===== src/rtl/lsar_pkg.sv =====
`timescale 1ns / 1ps

package lsar_pkg;

  // request codes carried by an input item
  localparam logic [1:0] REQ_TICK  = 2'd0;
  localparam logic [1:0] REQ_OPEN  = 2'd1;
  localparam logic [1:0] REQ_CLOSE = 2'd2;

  // register indexes on the configuration port (paddr[3:2])
  localparam logic [1:0] REG_RUN_SPEED   = 2'd0;
  localparam logic [1:0] REG_RAMP_PERIOD = 2'd1;
  localparam logic [1:0] REG_DUTY_STEP   = 2'd2;

  localparam int unsigned PADDR_W = 4;
  localparam int unsigned PDATA_W = 32;

  // register reset values
  localparam logic [7:0] RUN_SPEED_RST   = 8'd200;
  localparam logic [9:0] RAMP_PERIOD_RST = 10'd10;
  localparam logic [7:0] DUTY_STEP_RST   = 8'd5;

  // elapsed time counter saturates here
  localparam logic [9:0] ELAPSED_MAX = 10'd1023;

endpackage


===== src/rtl/lsar_stream_if.sv =====
`timescale 1ns / 1ps

// request channel: tick or open/close command with limit switch levels
interface lsar_req_if;
  logic       valid;
  logic       ready;
  logic [1:0] req_type;
  logic       open_limit;
  logic       close_limit;

  modport source (output valid, req_type, open_limit, close_limit, input ready);
  modport sink   (input valid, req_type, open_limit, close_limit, output ready);
endinterface

// result channel: drive outputs after each item
interface lsar_res_if;
  logic       valid;
  logic       ready;
  logic [7:0] pwm_duty;
  logic       direction_pin;
  logic       moving;
  logic [7:0] target_speed;

  modport source (output valid, pwm_duty, direction_pin, moving, target_speed, input ready);
  modport sink   (input valid, pwm_duty, direction_pin, moving, target_speed, output ready);
endinterface


===== src/rtl/limit_switched_actuator_ramp.sv =====
`timescale 1ns / 1ps

// Damper actuator drive with soft-start duty ramp and limit switch stop.
// in_req carries one item per request: a millisecond tick, or an open or
// close command together with the sampled limit switch levels. out_res
// returns one item per request with the duty, direction pin, moving flag
// and ramp target as they stand after that request.
// Three registers (run speed, ramp period, duty step) sit on the APB port
// at byte addresses 0, 4 and 8; change them only while no item is in flight.
// An accepted item passes through the input register and then the result
// register before it appears on out_res.
// Throughput: one item per cycle unless out_res stalls; the next-state logic
// (10-bit compares, 8-bit add/subtract, compares) sits between the two registers.
// Reset (rst_n low, synchronous) idles the drive, clears duty, target,
// direction and elapsed time, and loads the register defaults.
// When the receiver stalls, the result register holds its item and the input
// register takes one more; in_req.ready then drops until out_res drains.
module limit_switched_actuator_ramp (
  input  logic                              clk,
  input  logic                              rst_n,
  lsar_req_if.sink                          in_req,
  lsar_res_if.source                        out_res,
  input  logic                              psel,
  input  logic                              penable,
  input  logic                              pwrite,
  input  logic [lsar_pkg::PADDR_W-1:0]      paddr,
  input  logic [lsar_pkg::PDATA_W-1:0]      pwdata,
  output logic [lsar_pkg::PDATA_W-1:0]      prdata,
  output logic                              pready
);

  // configuration registers
  logic [7:0] run_speed_r;
  logic [9:0] ramp_period_r;
  logic [7:0] duty_step_r;

  // input register
  logic       s1_valid_r;
  logic [1:0] s1_req_r;
  logic       s1_olim_r;
  logic       s1_clim_r;

  // drive state
  logic       run_r,      run_nxt;
  logic       dir_out_r,  dir_out_nxt;
  logic [7:0] target_r,   target_nxt;
  logic [7:0] duty_r,     duty_nxt;
  logic [9:0] elapsed_r,  elapsed_nxt;

  // result register
  logic       out_valid_r;

  logic       s1_adv;
  logic       wr_en;
  logic [1:0] reg_idx;
  logic       cmd_open;
  logic       cmd_limit;
  logic [9:0] elapsed_inc;
  logic       ramp_due;
  logic [7:0] duty_diff;

  // pipeline handshake
  assign s1_adv       = s1_valid_r && (!out_valid_r || out_res.ready);
  assign in_req.ready = !s1_valid_r || s1_adv;
  assign out_res.valid = out_valid_r;

  // apb register port
  assign pready  = 1'b1;
  assign reg_idx = paddr[3:2];
  assign wr_en   = psel && penable && pwrite;

  always_comb begin
    case (reg_idx)
      lsar_pkg::REG_RUN_SPEED:   prdata = {24'd0, run_speed_r};
      lsar_pkg::REG_RAMP_PERIOD: prdata = {22'd0, ramp_period_r};
      lsar_pkg::REG_DUTY_STEP:   prdata = {24'd0, duty_step_r};
      default:                   prdata = '0;
    endcase
  end

  always_ff @(posedge clk) begin
    if (!rst_n) begin
      run_speed_r   <= lsar_pkg::RUN_SPEED_RST;
      ramp_period_r <= lsar_pkg::RAMP_PERIOD_RST;
      duty_step_r   <= lsar_pkg::DUTY_STEP_RST;
    end else if (wr_en) begin
      case (reg_idx)
        lsar_pkg::REG_RUN_SPEED:   run_speed_r   <= pwdata[7:0];
        lsar_pkg::REG_RAMP_PERIOD: ramp_period_r <= pwdata[9:0];
        lsar_pkg::REG_DUTY_STEP:   duty_step_r   <= pwdata[7:0];
        default: ;
      endcase
    end
  end

  // ramp step arithmetic
  assign elapsed_inc = (elapsed_r == lsar_pkg::ELAPSED_MAX) ? elapsed_r : elapsed_r + 10'd1;
  assign ramp_due    = (elapsed_inc >= ramp_period_r) && ((target_r != 8'd0) || (duty_r != 8'd0));
  assign duty_diff   = (duty_r > target_r) ? (duty_r - target_r) : (target_r - duty_r);

  // command decode
  assign cmd_open  = (s1_req_r == lsar_pkg::REQ_OPEN);
  assign cmd_limit = cmd_open ? s1_olim_r : s1_clim_r;

  // next drive state for the item in the input register
  always_comb begin
    run_nxt     = run_r;
    dir_out_nxt = dir_out_r;
    target_nxt  = target_r;
    duty_nxt    = duty_r;
    elapsed_nxt = elapsed_r;
    case (s1_req_r)
      lsar_pkg::REQ_TICK: begin
        elapsed_nxt = elapsed_inc;
        if (ramp_due) begin
          elapsed_nxt = '0;
          if (duty_diff > duty_step_r) begin
            duty_nxt = (duty_r < target_r) ? duty_r + duty_step_r : duty_r - duty_step_r;
          end else begin
            duty_nxt = target_r;
          end
        end
      end
      lsar_pkg::REQ_OPEN, lsar_pkg::REQ_CLOSE: begin
        if (cmd_limit) begin
          // limit reached: stop a moving drive
          if (run_r) begin
            target_nxt  = '0;
            dir_out_nxt = 1'b0;
            run_nxt     = 1'b0;
          end
        end else if (!run_r) begin
          // limit clear and idle: start moving, zero speed drops the pin
          run_nxt     = 1'b1;
          target_nxt  = run_speed_r;
          dir_out_nxt = cmd_open && (run_speed_r != 8'd0);
        end
      end
      default: ;
    endcase
  end

  // input register
  always_ff @(posedge clk) begin
    if (!rst_n) begin
      s1_valid_r <= 1'b0;
    end else if (in_req.ready) begin
      s1_valid_r <= in_req.valid;
    end
    if (in_req.ready && in_req.valid) begin
      s1_req_r  <= in_req.req_type;
      s1_olim_r <= in_req.open_limit;
      s1_clim_r <= in_req.close_limit;
    end
  end

  // drive state and result register
  always_ff @(posedge clk) begin
    if (!rst_n) begin
      run_r       <= 1'b0;
      dir_out_r   <= 1'b0;
      target_r    <= '0;
      duty_r      <= '0;
      elapsed_r   <= '0;
      out_valid_r <= 1'b0;
    end else begin
      if (s1_adv) begin
        run_r     <= run_nxt;
        dir_out_r <= dir_out_nxt;
        target_r  <= target_nxt;
        duty_r    <= duty_nxt;
        elapsed_r <= elapsed_nxt;
      end
      if (!out_valid_r || out_res.ready) begin
        out_valid_r <= s1_valid_r;
      end
    end
    if (s1_adv) begin
      out_res.pwm_duty      <= duty_nxt;
      out_res.direction_pin <= dir_out_nxt;
      out_res.moving        <= run_nxt;
      out_res.target_speed  <= target_nxt;
    end
  end

  // a zero target always leaves the direction pin low
  a_zero_target_no_dir: assert property (@(posedge clk) disable iff (!rst_n)
    (target_r == 8'd0) |-> !dir_out_r)
    else $error("direction pin high with zero target");

  // an idle drive has no target
  a_idle_no_target: assert property (@(posedge clk) disable iff (!rst_n)
    !run_r |-> (target_r == 8'd0))
    else $error("idle drive with nonzero target");

  // full pipeline under stall refuses new items
  a_stall_blocks_input: assert property (@(posedge clk) disable iff (!rst_n)
    (s1_valid_r && out_valid_r && !out_res.ready) |-> !in_req.ready)
    else $error("input accepted while both stages are held");

  // a result leaving the input stage reports the updated state
  a_result_matches_state: assert property (@(posedge clk) disable iff (!rst_n)
    s1_adv |=> (out_res.pwm_duty == duty_r) && (out_res.target_speed == target_r)
               && (out_res.moving == run_r) && (out_res.direction_pin == dir_out_r))
    else $error("result register differs from drive state");

endmodule

===== src/flat_wrapper.sv =====
// flat-port wrapper written by rule: the top's interface ports become plain ports
module limit_switched_actuator_ramp_flat 
  (clk, rst_n, psel, penable, pwrite, paddr, pwdata, prdata, pready, in_req_valid, in_req_req_type, in_req_open_limit, in_req_close_limit, in_req_ready, out_res_valid, out_res_pwm_duty, out_res_direction_pin, out_res_moving, out_res_target_speed, out_res_ready);
  lsar_req_if in_req_i ();
  lsar_res_if out_res_i ();
  input  logic clk;
  input  logic rst_n;
  input  logic psel;
  input  logic penable;
  input  logic pwrite;
  input  logic [lsar_pkg::PADDR_W-1:0] paddr;
  input  logic [lsar_pkg::PDATA_W-1:0] pwdata;
  output logic [lsar_pkg::PDATA_W-1:0] prdata;
  output logic pready;
  input wire logic [$bits(in_req_i.valid)-1:0] in_req_valid;
  input wire logic [$bits(in_req_i.req_type)-1:0] in_req_req_type;
  input wire logic [$bits(in_req_i.open_limit)-1:0] in_req_open_limit;
  input wire logic [$bits(in_req_i.close_limit)-1:0] in_req_close_limit;
  output wire logic [$bits(in_req_i.ready)-1:0] in_req_ready;
  output wire logic [$bits(out_res_i.valid)-1:0] out_res_valid;
  output wire logic [$bits(out_res_i.pwm_duty)-1:0] out_res_pwm_duty;
  output wire logic [$bits(out_res_i.direction_pin)-1:0] out_res_direction_pin;
  output wire logic [$bits(out_res_i.moving)-1:0] out_res_moving;
  output wire logic [$bits(out_res_i.target_speed)-1:0] out_res_target_speed;
  input wire logic [$bits(out_res_i.ready)-1:0] out_res_ready;
  assign in_req_i.valid = in_req_valid;
  assign in_req_i.req_type = in_req_req_type;
  assign in_req_i.open_limit = in_req_open_limit;
  assign in_req_i.close_limit = in_req_close_limit;
  assign in_req_ready = in_req_i.ready;
  assign out_res_valid = out_res_i.valid;
  assign out_res_pwm_duty = out_res_i.pwm_duty;
  assign out_res_direction_pin = out_res_i.direction_pin;
  assign out_res_moving = out_res_i.moving;
  assign out_res_target_speed = out_res_i.target_speed;
  assign out_res_i.ready = out_res_ready;
  limit_switched_actuator_ramp u_core (.clk(clk), .rst_n(rst_n), .in_req(in_req_i), .out_res(out_res_i), .psel(psel), .penable(penable), .pwrite(pwrite), .paddr(paddr), .pwdata(pwdata), .prdata(prdata), .pready(pready));
endmodule

===== config.mk =====
export PLATFORM = sky130hd
export DESIGN_NAME = limit_switched_actuator_ramp_flat
export DESIGN_NICKNAME = d
export VERILOG_FILES = /design/src/rtl/lsar_pkg.sv /design/src/rtl/lsar_stream_if.sv /design/src/rtl/limit_switched_actuator_ramp.sv /design/src/flat_wrapper.sv
export SDC_FILE = /design/constraint.sdc
export NUM_CORES = 1
export LEC_CHECK = 0
export CAP_MARGIN = 20
export CORE_UTILIZATION = 35
export DETAILED_ROUTE_END_ITERATION = 12
export DONT_BUFFER_PORTS = 1
export PLACE_DENSITY = 0.56
export SYNTH_ARGS = -nofsm -noshare
export SYNTH_HDL_FRONTEND = slang
export SYNTH_SLANG_ARGS = --single-unit

===== constraint.sdc =====
create_clock -name clk -period 3.4 [get_ports clk]
set_input_delay 0.68 -clock clk [delete_from_list [all_inputs] [get_ports clk]]
set_output_delay 0.68 -clock clk [all_outputs]
set_load 0.01 [all_outputs]

# Yosys cells after proc, flatten, opt, wreduce, memory -nomap -nowiden
# Cells that the tools add are included.
op_classes:
  add_sub_neg: 5
  n_lt_le_gt_ge: 4
  n_eq_ne: 5
  n_mux: 19
  reduce_logical: 21
ops:
  columns: ["operator", "n"]
  rows:
  - ["8-bit 2-to-1 mux", 9]
  - ["10-bit case mux with 3 select lines", 1]
  - ["8-bit nonzero test", 3]
  - ["8-bit subtractor", 3]
  - ["10-bit 2-to-1 mux", 2]
  - ["8-bit > comparator", 2]
  - ["10-bit by 1-bit adder with 10-bit output (second input constant)", 1]
  - ["10-bit equality test (second input constant)", 1]
  - ["10-bit >= comparator", 1]
  - ["8-bit adder", 1]
  - ["8-bit less-than comparator", 1]
  - ["2-bit AND reduction", 4]
  - ["1-bit 2-to-1 mux", 7]
  - ["1-bit logical AND", 6]
  - ["2-bit by 1-bit equality test with 1-bit output (second input constant)", 2]
  - ["2-bit equality test (second input constant)", 2]
  - ["2-bit zero test", 2]
  - ["1-bit logical OR", 3]
  - ["1-bit zero test", 2]
  - ["2-bit OR reduction", 1]
totals:
  ff_bits: 78
  inputBits: 47
  out_inout_bits: 53
  wordCells: 71

# Depth between registers and ports, before layout
depth:
  depth_word: 6
  depth_mapped: 20
  ltp_nobuf: 18

# Worst setup path after synthesis
# No wires, ideal clock.
synth_timing:
  path_type: "reg-to-reg"
  start: "reg u_core.duty_r[0]"
  end: "reg u_core.out_res.pwm_duty[0] (data pin)"
  setup_time_ns: 0.260
  arrival_ns: 3.352
  path_slack_ns: -0.212
  path_stages_with_launch: 18
  path_buffers: 2
  synth_period_minus_slack_ns: 3.612
  cell_sequence: "dfxtp_1 > inv_1 > ha_1 > inv_1 > fa_1 > nand3_1 > a21oi_1 > o21ai_0 > buf_4 > mux2_2 > ha_1 > nor2b_1 > o211ai_1 > a21oi_1 > o22ai_1 > buf_2 > mux2i_1 > mux2_2"
synth_between:
  elab_chain_cells: 6
synth_rtl:
  columns: ["item", "line", "source"]
  rows:
  - ["start: declaration", "limit_switched_actuator_ramp.sv:47", "logic [7:0] duty_r, duty_nxt;"]
  - ["start signal: assignment", "limit_switched_actuator_ramp.sv:171", "duty_r <= duty_nxt;"]
  - ["8-bit subtractor or 8-bit > comparator (tied branches)", "limit_switched_actuator_ramp.sv:99", "assign duty_diff = (duty_r > target_r) ? (duty_r - target_r) : (target_r - duty_r);"]
  - ["8-bit 2-to-1 mux", "limit_switched_actuator_ramp.sv:99", null]
  - ["8-bit > comparator", "limit_switched_actuator_ramp.sv:117", "if (duty_diff > duty_step_r) begin"]
  - ["8-bit 2-to-1 mux", "limit_switched_actuator_ramp.sv:117", null]
  - ["8-bit 2-to-1 mux", "limit_switched_actuator_ramp.sv:115", "if (ramp_due) begin"]
  - ["8-bit 2-to-1 mux (*)", "limit_switched_actuator_ramp.sv:112", "case (s1_req_r)"]
  - ["named net u_core.duty_nxt[0]", "limit_switched_actuator_ramp.sv:47", null]
  - ["end signal: assignment", "limit_switched_actuator_ramp.sv:179", "out_res.pwm_duty <= duty_nxt;"]
  - ["end: declaration", "lsar_stream_if.sv:24", "modport source (output valid, pwm_duty, direction_pin, moving, target_speed, input ready);"]
# The timed path passes the listed nets; every way through them passes the cells marked *.
# A chain may end at the register's enable or synchronous reset.

# Final worst setup path
layout_timing:
  start: "reg u_core.target_r[1]"
  end: "reg u_core.out_res.pwm_duty[2] (data pin)"
layout_between:
  elab_chain_cells: 6
layout_rtl:
  columns: ["item", "line", "source"]
  rows:
  - ["start: declaration", "limit_switched_actuator_ramp.sv:46", "logic [7:0] target_r, target_nxt;"]
  - ["start signal: assignment", "limit_switched_actuator_ramp.sv:170", "target_r <= target_nxt;"]
  - ["8-bit subtractor or 8-bit > comparator (tied branches)", "limit_switched_actuator_ramp.sv:99", null]
  - ["8-bit 2-to-1 mux", "limit_switched_actuator_ramp.sv:99", null]
  - ["8-bit > comparator", "limit_switched_actuator_ramp.sv:117", null]
  - ["8-bit 2-to-1 mux", "limit_switched_actuator_ramp.sv:117", null]
  - ["8-bit 2-to-1 mux (*)", "limit_switched_actuator_ramp.sv:115", null]
  - ["8-bit 2-to-1 mux (*)", "limit_switched_actuator_ramp.sv:112", null]
  - ["named net u_core.duty_nxt[2]", "limit_switched_actuator_ramp.sv:47", null]
# Marked as above.

==> flow_metrics.tcl <==
set metrics [dict create \
    die-height_um 122 \
    via_per_inst 5.33 \
    synth_sequential_area_ratio_pct 35.1 \
    yosysMostFrequentCell "nand2_1" \
    io_buffer_count 0 \
    crit_slowest_cell "dfxtp_1" \
    final_nets 734 \
    number_of_register_bits_inferred_by_synthesis 78 \
    grt_use_met3_pct 6.04 \
    die_width_um 122 \
    final_antenna_net_count 0 \
    finalWorstSetupSlack_ps -185 \
    cts-buffers-inserted 9 \
    finalNonFillerCells 825 \
    drt_drc_violations_left 0 \
    synth-edff-count 22 \
    initial_core_util_pct 36.2 \
    shortest_clock_period_the_worst_path_allows_after_layout_ps 3580 \
    synthesized_netlist_cell_count 566 \
    cp_num_cells 16 \
    cell_by_cell_trace_of_the_critical_path "inv_1, fa_2, nand3_4, a21oi_4, o21ai_4, mux2i_2, nand3_1, nand3_1, xor2_1, ha_1, nand4_1, a21oi_2, o22ai_2, buf_6, mux2i_2, mux2_4" \
    ir_worst_vdd_v 0.000231 \
    clock_tree_buffer_depth 2 \
    hold_depth 1 \
    crit_fanout 6 \
    maxCapViolCount 0 \
    ys_types 57 \
    setup.worst_path.end_class "flip-flop" \
    unrepaired_setup_endpoints_after_global_routing "true" \
    path_clk_slew_ps 60 \
    path_buf_inv 2 \
    floorplan_core_area_um2 14000 \
    synthesis.area_per_instance_um2 8.98 \
    wirelength_mm 13.9 \
    fmax_ghz 0.279 \
    run_status "finished with violations" \
    crit_path_start_kind "flip-flop" \
    ys.warnings.count 0 \
    detailed_place_hpwl_mm 10.3 \
    placementRows 43 \
    wire_per_inst_um 16.9 \
    fp.dieArea_um2 15000 \
    hold_viol_final 0 \
    placed_cells 800 \
    async_reset_ff_share_pct 0 \
    cts.htree.levels 3 \
    cts_root_buffer "clkbuf_16" \
    worstSetupPathType "flip-flop to flip-flop" \
    post-place-ws_ps -260 \
    grt.met1_usage_pct 24.1 \
    detailroute.via_count 4401 \
    firstDrtPassIters 7 \
    initialDrtViolationCount 293 \
    min-delay-path-class "primary input to flip-flop" \
    insertion_delay_ps 350 \
    io_pins 100 \
    grt_start_max_net_pins 27 \
    grt-ovfl-total 0 \
    grtUsageTotal_pct 18.8 \
    final.period_utilization_pct 105 \
    syn-cell-area_um2 5080 \
    synthFlopType "dfxtp_1" \
    synth_largest_area_cell "dfxtp_1" \
    filler_cell_count 1352 \
    netlist_top_cells_area "dfxtp_1, edfxtp_1, ha_1" \
    finalClockSkew_ps 11.9 \
    power_density_nw_per_um2 359 \
    global_route_wire_length_before_repair_mm 21.5 \
    tns_ps -1630 \
    synth_top_area_share_pct 22.1 \
    static-leakage-power_nw 2.63 \
    insertedDiodeCount 0 \
    worst_pin_slew_ps 848 \
    ys_top_cells_by_count "nand2_1, dfxtp_1, ha_1, nor2_1, inv_1" \
    required_time_of_the_critical_path_ps 3490 \
    timing.max_slew.rel_slack_pct 43.4 \
    ctsHoldBuffers 0 \
    sinks_on_the_clock_net 78 \
    met2_usage_pct 29.9 \
    worst_path_top_cell_family_by_delay "multiplexers" \
    violated_checks "negative setup slack" \
    area_growth_pct 26.4 \
    cpPeakStageDelay_ps 470 \
    grt_antenna_before_repair 0 \
    final-setup-viol-count 16 \
    top_usage_layer "met2" \
    slew_viol_final 0 \
    layout-drive-gt1-share_pct 27.3 \
    gp_congestion 0.889 \
    tritoncts "yes" \
    via_count_of_the_first_global_routing_pass 4284 \
    reg2regPathDepth 16 \
    cp_data_arrival_time_ps 3680 \
]
## worst reg2reg max path, stage by stage, from the launching register on
cell     delay (ps)
dfxtp_1         470
inv_1           120
fa_2            390
nand3_4         110
a21oi_4          70
o21ai_4         190
mux2i_2         320
nand3_1         110
nand3_1         120
xor2_1           80
ha_1            340
nand4_1         160
a21oi_2         150
o22ai_2         100
buf_6           170
mux2i_2         170
mux2_4          270
## registers in the layout (all words and copies together) (netlist names), 2 cells and up
name and cells:
u_core.run_speed_r 8, u_core.s1_req_r 2, u_core.ramp_period_r 10, u_core.duty_r 8, u_core.target_r 8, u_core.duty_step_r 8, u_core.out_res.target_speed 8, u_core.out_res.pwm_duty 8
u_core.elapsed_r 10
## layout make-up
type / instances / area, um^2 / area share (%)
multi-input combinational: 425 / 3300 / 51.5
sequential: 78 / 1790 / 28.0
timing repair buffer: 86 / 676 / 10.5
clock buffer: 9 / 225 / 3.51
tap: 180 / 225 / 3.51
inverter: 40 / 153 / 2.38
clock inverter: 7 / 41.3 / 0.643
## final timing paths
check             slack (ps)               start                    endpoint
setup / recovery        -180  u_core.target_r[1]  u_core.out_res.pwm_duty[2]
hold reg to reg          500    u_core.dir_out_r            u_core.dir_out_r
hold / removal           410               rst_n       u_core.run_speed_r[6]
setup reg to reg        -180  u_core.target_r[1]  u_core.out_res.pwm_duty[2]
## kinds of logic (layout without fill, tap and decap cells)
kind of cell             after synthesis  after routing  synth area share, %
flip-flops                            78             78                 35.1
AND/OR/NAND/NOR                      165            165                 16.1
adder cells (fa/ha/maj)               47             47                 12.0
buffers and inverters                 84            142                 8.30
multiplexers                          40             40                 8.00
other                                  2             23                0.148
AO/OA/AOI/OAI                        124            124                 15.7
XOR/XNOR                              26             26                 4.63
## repair_timing
| item | in CTS | in global routing |
|---|---|---|
| endpoints found under the setup margin | 16 | 24 |
| hold endpoints to repair | 0 | 0 |
| gates cloned | 1 | 0 |
| setup buffers | 4 | 3 |
| pin swaps | 22 | 23 |
| gates resized for setup | 32 | 44 |
## placed cells by master, fill, tap and decap left out, types with 7 or more instances in the layout
master,n
conb_1,23
xnor2_1,13
nand4_1,7
a22o_1,13
nor2b_1,8
o21ai_1,7
a21oi_2,9
ha_1,34
buf_4,78
nand3_1,13
edfxtp_1,22
a22oi_1,8
inv_1,36
mux2i_1,28
a31oi_1,8
clkbuf_16,9
a21oi_1,26
nor2_1,41
xor2_1,10
o21ai_0,15
ha_4,10
nand2_1,57
dfxtp_1,50
## routing by layer
layer,wire [um],vias to the layer above
li1,-,2101
met1,6220,2137
met2,6520,142
met3,871,21
met4,291,0
met5,0,-
## report_power, final
group	switching, mW	internal [mW]	total (mW)
Combinational	0.230	0.203	0.433
Sequential	0.0186	0.976	0.995
Clock	0.391	0.487	0.878
## metrics by stage
step           hold slack [ps]  cell area (um^2)  utilization [%]  power, mW
6_report                   410              6420             45.7       2.31
5_1_grt                    398              6420             45.7       2.41
4_1_cts                    401              6180             44.0       2.26
3_5_place_dp               490              5770             41.1       1.34
3_3_place_gp               476              5770             41.1       1.33
2_1_floorplan              458              5240                -       1.26
(Power assumes the default switching activity.)
